--- src/dqu_pkg.sv ---
// Shared types and constants for the double-ended queue unit.
// Used by dqu_cell and double_ended_queue_unit; depends on nothing else.
`timescale 1ns / 1ps

package dqu_pkg;

  // Width of one stored value.
  localparam int DATA_W = 32;

  // Requested operation of one input item.
  typedef enum logic [1:0] {
    ACT_PUSH_BACK  = 2'd0,
    ACT_PUSH_FRONT = 2'd1,
    ACT_POP_FRONT  = 2'd2,
    ACT_POP_BACK   = 2'd3
  } action_t;

  // Result status of one item.
  typedef enum logic [1:0] {
    ST_OK    = 2'd0,
    ST_EMPTY = 2'd1,
    ST_FULL  = 2'd2
  } status_t;

  // Operation broadcast to all cells of the chain at once.
  typedef enum logic [2:0] {
    CELL_HOLD       = 3'd0,
    CELL_PUSH_FRONT = 3'd1,
    CELL_PUSH_BACK  = 3'd2,
    CELL_POP_FRONT  = 3'd3,
    CELL_POP_BACK   = 3'd4
  } cell_op_t;

  // Command bundle that the controller sends to all cells.
  typedef struct packed {
    cell_op_t                  op;
    logic signed [DATA_W-1:0]  value;
  } cell_cmd_t;

endpackage

--- src/dqu_cell.sv ---
// One storage cell of the queue chain: a value register and an occupied flag.
// Depends on dqu_pkg for the command type and the data width.
`timescale 1ns / 1ps

module dqu_cell (
  input  logic                             clk,
  input  logic                             rst_n,
  input  dqu_pkg::cell_cmd_t               cmd,
  input  logic signed [dqu_pkg::DATA_W-1:0] left_data,
  input  logic                             left_occ,
  input  logic signed [dqu_pkg::DATA_W-1:0] right_data,
  input  logic                             right_occ,
  output logic signed [dqu_pkg::DATA_W-1:0] data_o,
  output logic                             occ_o,
  output logic signed [dqu_pkg::DATA_W-1:0] back_word
);

  logic signed [dqu_pkg::DATA_W-1:0] data_r, data_nxt;
  logic                              occ_r, occ_nxt;
  logic                              is_last;
  logic                              is_first_free;

  // The queue is packed toward the front, so the back entry is the last
  // occupied cell and the next back slot is the first free one.
  assign is_last       = occ_r && !right_occ;
  assign is_first_free = !occ_r && left_occ;

  // Next contents for the broadcast operation.
  always_comb begin
    data_nxt = data_r;
    occ_nxt  = occ_r;
    case (cmd.op)
      dqu_pkg::CELL_PUSH_FRONT: begin
        data_nxt = left_data;
        occ_nxt  = left_occ;
      end
      dqu_pkg::CELL_POP_FRONT: begin
        data_nxt = right_data;
        occ_nxt  = right_occ;
      end
      dqu_pkg::CELL_PUSH_BACK: begin
        if (is_first_free) begin
          data_nxt = cmd.value;
          occ_nxt  = 1'b1;
        end
      end
      dqu_pkg::CELL_POP_BACK: begin
        if (is_last) begin
          occ_nxt = 1'b0;
        end
      end
      default: begin
        data_nxt = data_r;
        occ_nxt  = occ_r;
      end
    endcase
  end

  // The occupied flag is control state; the value needs no reset.
  always_ff @(posedge clk) begin
    if (!rst_n) begin
      occ_r <= 1'b0;
    end else begin
      occ_r <= occ_nxt;
    end
  end

  always_ff @(posedge clk) begin
    data_r <= data_nxt;
  end

  assign data_o    = data_r;
  assign occ_o     = occ_r;
  assign back_word = is_last ? data_r : '0;

endmodule

--- src/double_ended_queue_unit.sv ---
// Top level of the double-ended queue unit: cell chain, control and result register.
// Depends on dqu_pkg and dqu_cell.
`timescale 1ns / 1ps

// A bounded double-ended queue of signed 32-bit values held in a chain of
// DEPTH cells, with the front entry always in the first cell. Every item
// (push back, push front, pop front, pop back) is carried out in the cycle
// of its transfer, and its single result is loaded into an output register
// at the same edge, so the block takes one item per cycle as long as the
// result side keeps up; a pending result blocks input only when it is not
// taken in that cycle. Pushes at the front and pops from the front shift
// every cell by one place toward its neighbor; operations at the back touch
// only the boundary cell. The pop-back value is gathered by an OR over all
// cells, which sets the longest path for large DEPTH. A pop on an empty
// queue and a push on a full queue change nothing and are reported in the
// status. The queue is empty after reset, with no clearing pass.
module double_ended_queue_unit #(
  parameter int DEPTH = 16
) (
  input  logic                                  clk,
  input  logic                                  rst_n,
  input  logic                                  in_valid,
  output logic                                  in_ready,
  input  logic [1:0]                            in_action,
  input  logic signed [dqu_pkg::DATA_W-1:0]     in_value,
  output logic                                  out_valid,
  input  logic                                  out_ready,
  output logic signed [dqu_pkg::DATA_W-1:0]     out_popped_value,
  output logic [1:0]                            out_status,
  output logic [$clog2(DEPTH+1)-1:0]            out_count
);

  localparam int CNT_W = $clog2(DEPTH + 1);

  logic signed [dqu_pkg::DATA_W-1:0] cell_data [DEPTH];
  logic signed [dqu_pkg::DATA_W-1:0] cell_back [DEPTH];
  logic [DEPTH-1:0]                  cell_occ;
  logic signed [dqu_pkg::DATA_W-1:0] back_value;
  dqu_pkg::cell_cmd_t                cmd;

  logic                              take;
  logic                              full;
  logic                              empty;
  dqu_pkg::action_t                  action;

  logic [CNT_W-1:0]                  count_r, count_nxt;
  logic                              out_valid_r, out_valid_nxt;
  logic signed [dqu_pkg::DATA_W-1:0] popped_r, popped_nxt;
  dqu_pkg::status_t                  status_r, status_nxt;

  assign in_ready = !out_valid_r || out_ready;
  assign take     = in_valid && in_ready;
  assign action   = dqu_pkg::action_t'(in_action);
  assign full     = cell_occ[DEPTH-1];
  assign empty    = !cell_occ[0];

  // The chain of cells; the first cell sees the pushed value as its left
  // neighbor, the last sees an empty cell to its right.
  for (genvar i = 0; i < DEPTH; i++) begin : g_cell
    logic signed [dqu_pkg::DATA_W-1:0] left_data;
    logic                              left_occ;
    logic signed [dqu_pkg::DATA_W-1:0] right_data;
    logic                              right_occ;

    if (i == 0) begin : g_first
      assign left_data = in_value;
      assign left_occ  = 1'b1;
    end else begin : g_mid_l
      assign left_data = cell_data[i-1];
      assign left_occ  = cell_occ[i-1];
    end

    if (i == DEPTH - 1) begin : g_last
      assign right_data = '0;
      assign right_occ  = 1'b0;
    end else begin : g_mid_r
      assign right_data = cell_data[i+1];
      assign right_occ  = cell_occ[i+1];
    end

    dqu_cell u_cell (
      .clk        (clk),
      .rst_n      (rst_n),
      .cmd        (cmd),
      .left_data  (left_data),
      .left_occ   (left_occ),
      .right_data (right_data),
      .right_occ  (right_occ),
      .data_o     (cell_data[i]),
      .occ_o      (cell_occ[i]),
      .back_word  (cell_back[i])
    );
  end

  // Only the last occupied cell drives a nonzero back word.
  always_comb begin
    back_value = '0;
    for (int i = 0; i < DEPTH; i++) begin
      back_value = back_value | cell_back[i];
    end
  end

  // Decode the item into a cell command and the next result.
  always_comb begin
    cmd.op        = dqu_pkg::CELL_HOLD;
    cmd.value     = in_value;
    count_nxt     = count_r;
    popped_nxt    = popped_r;
    status_nxt    = status_r;
    out_valid_nxt = out_valid_r && !out_ready;

    if (take) begin
      out_valid_nxt = 1'b1;
      popped_nxt    = '0;
      status_nxt    = dqu_pkg::ST_OK;
      case (action)
        dqu_pkg::ACT_PUSH_BACK, dqu_pkg::ACT_PUSH_FRONT: begin
          if (full) begin
            status_nxt = dqu_pkg::ST_FULL;
          end else begin
            cmd.op    = (action == dqu_pkg::ACT_PUSH_BACK) ?
                        dqu_pkg::CELL_PUSH_BACK : dqu_pkg::CELL_PUSH_FRONT;
            count_nxt = count_r + CNT_W'(1);
          end
        end
        dqu_pkg::ACT_POP_FRONT: begin
          if (empty) begin
            status_nxt = dqu_pkg::ST_EMPTY;
          end else begin
            cmd.op     = dqu_pkg::CELL_POP_FRONT;
            popped_nxt = cell_data[0];
            count_nxt  = count_r - CNT_W'(1);
          end
        end
        dqu_pkg::ACT_POP_BACK: begin
          if (empty) begin
            status_nxt = dqu_pkg::ST_EMPTY;
          end else begin
            cmd.op     = dqu_pkg::CELL_POP_BACK;
            popped_nxt = back_value;
            count_nxt  = count_r - CNT_W'(1);
          end
        end
        default: begin
          cmd.op = dqu_pkg::CELL_HOLD;
        end
      endcase
    end
  end

  // Control state: entry count and result valid.
  always_ff @(posedge clk) begin
    if (!rst_n) begin
      count_r     <= '0;
      out_valid_r <= 1'b0;
    end else begin
      count_r     <= count_nxt;
      out_valid_r <= out_valid_nxt;
    end
  end

  // Result payload register, loaded on each input transfer.
  always_ff @(posedge clk) begin
    popped_r <= popped_nxt;
    status_r <= status_nxt;
  end

  // The count travels with the result; it is the count after the item.
  logic [CNT_W-1:0] res_count_r, res_count_nxt;

  assign res_count_nxt = take ? count_nxt : res_count_r;

  always_ff @(posedge clk) begin
    res_count_r <= res_count_nxt;
  end

  assign out_valid        = out_valid_r;
  assign out_popped_value = popped_r;
  assign out_status       = status_r;
  assign out_count        = res_count_r;

endmodule

--- config.mk ---
export PLATFORM = sky130hd
export DESIGN_NAME = double_ended_queue_unit
export DESIGN_NICKNAME = d
export VERILOG_FILES = /design/src/dqu_pkg.sv /design/src/dqu_cell.sv /design/src/double_ended_queue_unit.sv
export SDC_FILE = /design/constraint.sdc
export NUM_CORES = 1
export LEC_CHECK = 0
export BUFFER_PORTS_ARGS = -buffer_cell sky130_fd_sc_hd__buf_2
export CAP_MARGIN = 20
export CORE_ASPECT_RATIO = 1.1
export CORE_MARGIN = 5
export CORE_UTILIZATION = 55
export CTS_CLUSTER_SIZE = 40
export DETAILED_ROUTE_END_ITERATION = 10
export HOLD_SLACK_MARGIN = 0.03
export PLACE_DENSITY = 0.79
export RECOVER_POWER = 100
export SLEW_MARGIN = 0
export SYNTH_ARGS = -nofsm -noshare
export SYNTH_HDL_FRONTEND = slang
export SYNTH_HIERARCHICAL = 1
export SYNTH_SLANG_ARGS = --single-unit
--- constraint.sdc ---
create_clock -name clk -period 6.2 [get_ports clk]
set_input_delay 0.93 -clock clk [delete_from_list [all_inputs] [get_ports clk]]
set_output_delay 0.93 -clock clk [all_outputs]
set_load 0.01 [all_outputs]
# [Yosys cells after proc, flatten, opt, wreduce, memory -nomap -nowiden]
# Cells that the tools add are included.
[totals] register_bits=573 inputBits=38 output_inout_bits=41 word_cells=279
[op_classes] addsub=2 n_eq_ne=38 muxes=111 bitwise_logic=15 reduce_logical=76
[ops] cell="32-bit one-hot mux with 3 select lines" n=16
[ops] cell="32-bit 2-to-1 mux" n=34
[ops] cell="32-bit OR" n=15
[ops] cell="32-bit one-hot mux with 2 select lines" n=1
[ops] cell="2-bit by 1-bit != test with 1-bit output, second input constant" n=30
[ops] cell="1-bit one-hot mux with 4 select lines" n=14
[ops] cell="3-bit AND reduction" n=14
[ops] cell="2-bit AND reduction" n=18
[ops] cell="1-bit 2-to-1 mux" n=32
[ops] cell="1-bit logical AND" n=17
[ops] cell="1-bit logical NOT" n=17
[ops] cell="5-bit 2-to-1 mux" n=3
[ops] cell="5-bit one-hot mux with 2 select lines" n=1
[ops] cell="3-bit one-hot mux with 3 select lines" n=1
[ops] cell="3-bit nonzero test" n=3
[ops] cell="2-bit 2-to-1 mux" n=4
[ops] cell="2-bit OR reduction" n=4
[ops] cell="3-bit by 2-bit equality test with 1-bit output, second input constant" n=2
[ops] cell="3-bit 2-to-1 mux" n=2
[ops] cell="1-bit one-hot mux with 3 select lines" n=2
[ops] cell="5-bit by 1-bit adder with 5-bit output, second input constant" n=1
[ops] cell="5-bit by 1-bit subtractor with 5-bit output, second input constant" n=1
[ops] cell="2-bit equality test, second input constant" n=2
[ops] cell="2-bit one-hot mux with 2 select lines" n=1
[ops] cell="7 further kinds" n=7

# [Logic depth before layout (Yosys ltp)]
[depth] ltp_word=20 ltp_mapped=10 ltp_nobuf=7

# [Hierarchy]
# The synthesis kept the hierarchy.
[modules_own_cells] module="dqu_cell" instances=16 cells_each=186 area_per_inst_um2=1924.3 seq_area_each_um2=980.9
[modules_own_cells] module="double_ended_queue_unit" instances=1 cells_each=297 area_per_inst_um2=3000.4 seq_area_each_um2=1291.2

# [Worst setup path before layout]
# No wires, ideal clock.
[synth_timing] kind="input port to flip-flop" start="input port out_ready" end="register g_cell[0].u_cell.data_r (netlist bit g_cell[0].u_cell/data_o[0]), enable pin" setup_time_ns=0.421 arrival_time_ns=5.911 required_time_ns=5.779 path_slack_ns=-0.132 path_stages=6 path_buffers=1 cell_sequence="nand2b_1 -> clkbuf_2 -> o2111ai_2 -> nor2_1 -> a31oi_1 -> nor2_1"
[synth_rtl] item="start: declaration" line_no="double_ended_queue_unit.sv:27" rtl="input logic out_ready,"
[synth_rtl] item="end signal: assignment" line_no="dqu_cell.sv:69" rtl="data_r <= data_nxt;"
[synth_rtl] item="end: declaration" line_no="dqu_cell.sv:18" rtl="logic signed [dqu_pkg::DATA_W-1:0] data_r, data_nxt;"

==> run metrics <==
status complete, but fails checks; violated checks capacitance limit, slew limit; CP dominant cell by count buf_4; Slowest cell on crit path nor2_1; min-delay worst type reg2reg; first-pass GRT wire length about 150 mm; top-area cell type share of the netlist area 0.490; vias in the first global route 25000; largest net degree at the start of global routing 90; Post-synth EDFFs ~550; core area between 60000 and 70000 µm²; critical-path cell list and3_2 > buf_4 > and3_1 > buf_4 > nor2_1 > buf_4; Worst Hold Depth 2; top post-synthesis cells by count edfxtp_1, mux2i_1, and2_1, nand2_1, o21ai_1; Tot Pwr 0.00966 W; Vias/cell around 6.3; async set or reset register ratio after synthesis 0; critical path launch point type flop; Inst Count DP 4048; RD Place Congestion 0.864; Syn Inst Count around 3300; total track usage 0.295; DRT Pass-1 Iters 6; peak fanout along the critical path 65; post-CTS setup buffers 0; Initial Utilization 0.554; DR WL met2 ~47 mm; Site Rows between 90 and 100; Routed Wire Length about 100 mm; VDD IR max 0.264 mV; cts bufs inserted 60; Reg2Reg Depth 6; cell taking the most area after synthesis edfxtp_1; Port Buf Inserts 78; Netlist cell types between 40 and 50; Mapped Area between 30000 and 40000 µm²; fin cells ~4200; RSZ-0062 raised after global routing no; DR DRC count 0; H-tree depth 2; die height approximately 270 µm; Root Driver clkbuf_16; Hold-fix buffers, CTS 0; initial DRC count 3098; Final Hold Fails 0; CTS Sinks ~570; Pleak approximately 13 nW; Sequential cell area roughly 17000 µm²; crit path launch g_cell[0].u_cell/occ_o; Worst-Skew Late Latency around 0.65 ns; # fillers ~5000; Synth Area per Inst around 10 µm²; min Tclk post-route between 4 and 5 ns; ratio of cells with drive above 1 in the final layout 0.0668; Die Area ~66000 µm²; most numerous cell in the Yosys netlist edfxtp_1; design area ~37000 µm²; Layout Area Growth over Synthesis 8.65%; Slew HR -1.13; initial antenna violation count 10; DR WL/cell ~24 µm; total of max-cap violations 25; dominant synthesized flop cell edfxtp_1; CTS resizes 0; CP endpoint kind flop; fin. max-slew vios 742; Worst Setup Path Type reg2reg; # nets final ~3300; yosys warns 6; antenna viol nets, final 0; CTS tree yes; clock skew between 0.02 and 0.03 ns; width of the die approximately 250 µm; Worst-Margin Slew ~3.2 ns; setup TNS 0 ns; slowest stage delay, CP approximately 2.0 ns; area of the multi-input gates around 16000 µm²; Worst Hold Launch count_r[4]; wire length on met3 between 10 and 15 mm; FMAX ~0.20 GHz; dpl hpwl about 60 mm; Pwr Density approximately 260 nW/µm²; Worst R2R Start g_cell[0].u_cell/occ_o; M1 wire length roughly 38 mm; sequential area share after synthesis 0.503; Clock Path Buffers 3; post-place instance area about 35000 µm²; top sig layer met5; crit share post-route 0.793; clock slew seen by the registers of the worst setup and hold paths around 0.060 ns; synth top area cells edfxtp_1, mux2i_1, and2_1; # setup viols final 0; flops & latches, synth 573; CP Data Required Time roughly 6.5 ns; vias after detailed routing roughly 26000; Hold WS 0.492 ns; grt total ovfl 0; Crit path arrival time roughly 5.2 ns; I/O pin cnt 79
## cell usage in the layout (no fill, tap or decap), types with 32 or more instances in the layout
cell type / instances
o21ai_0: 485
o21ai_1: 43
buf_4: 44
and2_1: 487
clkbuf_16: 61
buf_2: 36
edfxtp_1: 551
nand4_1: 32
clkbuf_1: 76
mux2i_1: 530
conb_1: 38
a22o_1: 32
nor4_1: 128
nand2_1: 515
## path summary, 6_finish.rpt
check	to	slack, ns
worst min register to register	count_r[4]	0.49
worst min-delay path	count_r[4]	0.49
worst max register to register	g_cell[14].u_cell/data_o[4]	1.28
worst max-delay path	g_cell[14].u_cell/data_o[4]	1.28
## per-stage QoR
step,util,worst slack [ns]
after floorplan,-,1.01
after global placement,0.573,2.09
after detailed placement,0.575,1.97
after CTS,0.606,2.58
after global routing,0.602,1.28
final,0.602,1.28
## registers in the layout (all words and copies together) (netlist names)
signal                cells
out_status                2
count_r                   5
out_count                 5
g_cell.u_cell/data_o    512
out_valid                 1
out_popped_value         32
g_cell.u_cell/occ_o      16
## metal layers
layer	GRT usage	vias up
li1	-	11800
met1	0.375	12500
met2	0.480	1429
met3	0.0607	350
met4	0.150	2
met5	0	-
## critical path: cells and delay by family (launching register included)
kind                   cells  cell delay (ns)
DFF                        1             0.43
buffers and inverters      3             1.35
and+or+nand+nor            3             2.72
## report_power, final
part	total (W)	switching [W]	internal (W)
Sequential	0.00467	0.000144	0.00452
Clock	0.00358	0.00157	0.00201
Combinational	0.00141	0.000926	0.000479
Total	0.00966	0.00264	0.00702
## final cells by class
| type | count | area share |
|---|---|---|
| tap | 824 | 0.0281 |
| clock buffer | 82 | 0.0448 |
| inverter | 24 | 0.00245 |
| sequential | 573 | 0.463 |
| antenna | 2 | 0.000136 |
| multi-input combinational | 2479 | 0.428 |
| timing repair buffer | 153 | 0.0272 |
| clock inverter | 28 | 0.00682 |
## cell families after synthesis
| logic type | count (synthesis) | share of synthesized area |
|---|---|---|
| AND/OR/NAND/NOR | 1304 | 0.205 |
| AO/OA/AOI/OAI | 601 | 0.0941 |
| flip-flops | 573 | 0.503 |
| multiplexers | 530 | 0.157 |
| buffers and inverters | 257 | 0.0391 |
| XOR/XNOR | 4 | 0.00104 |
| adder cells (fa/ha/maj) | 2 | 0.000740 |
| other | 2 | 0.000222 |
Note: power is estimated with default switching activity, not from simulation.
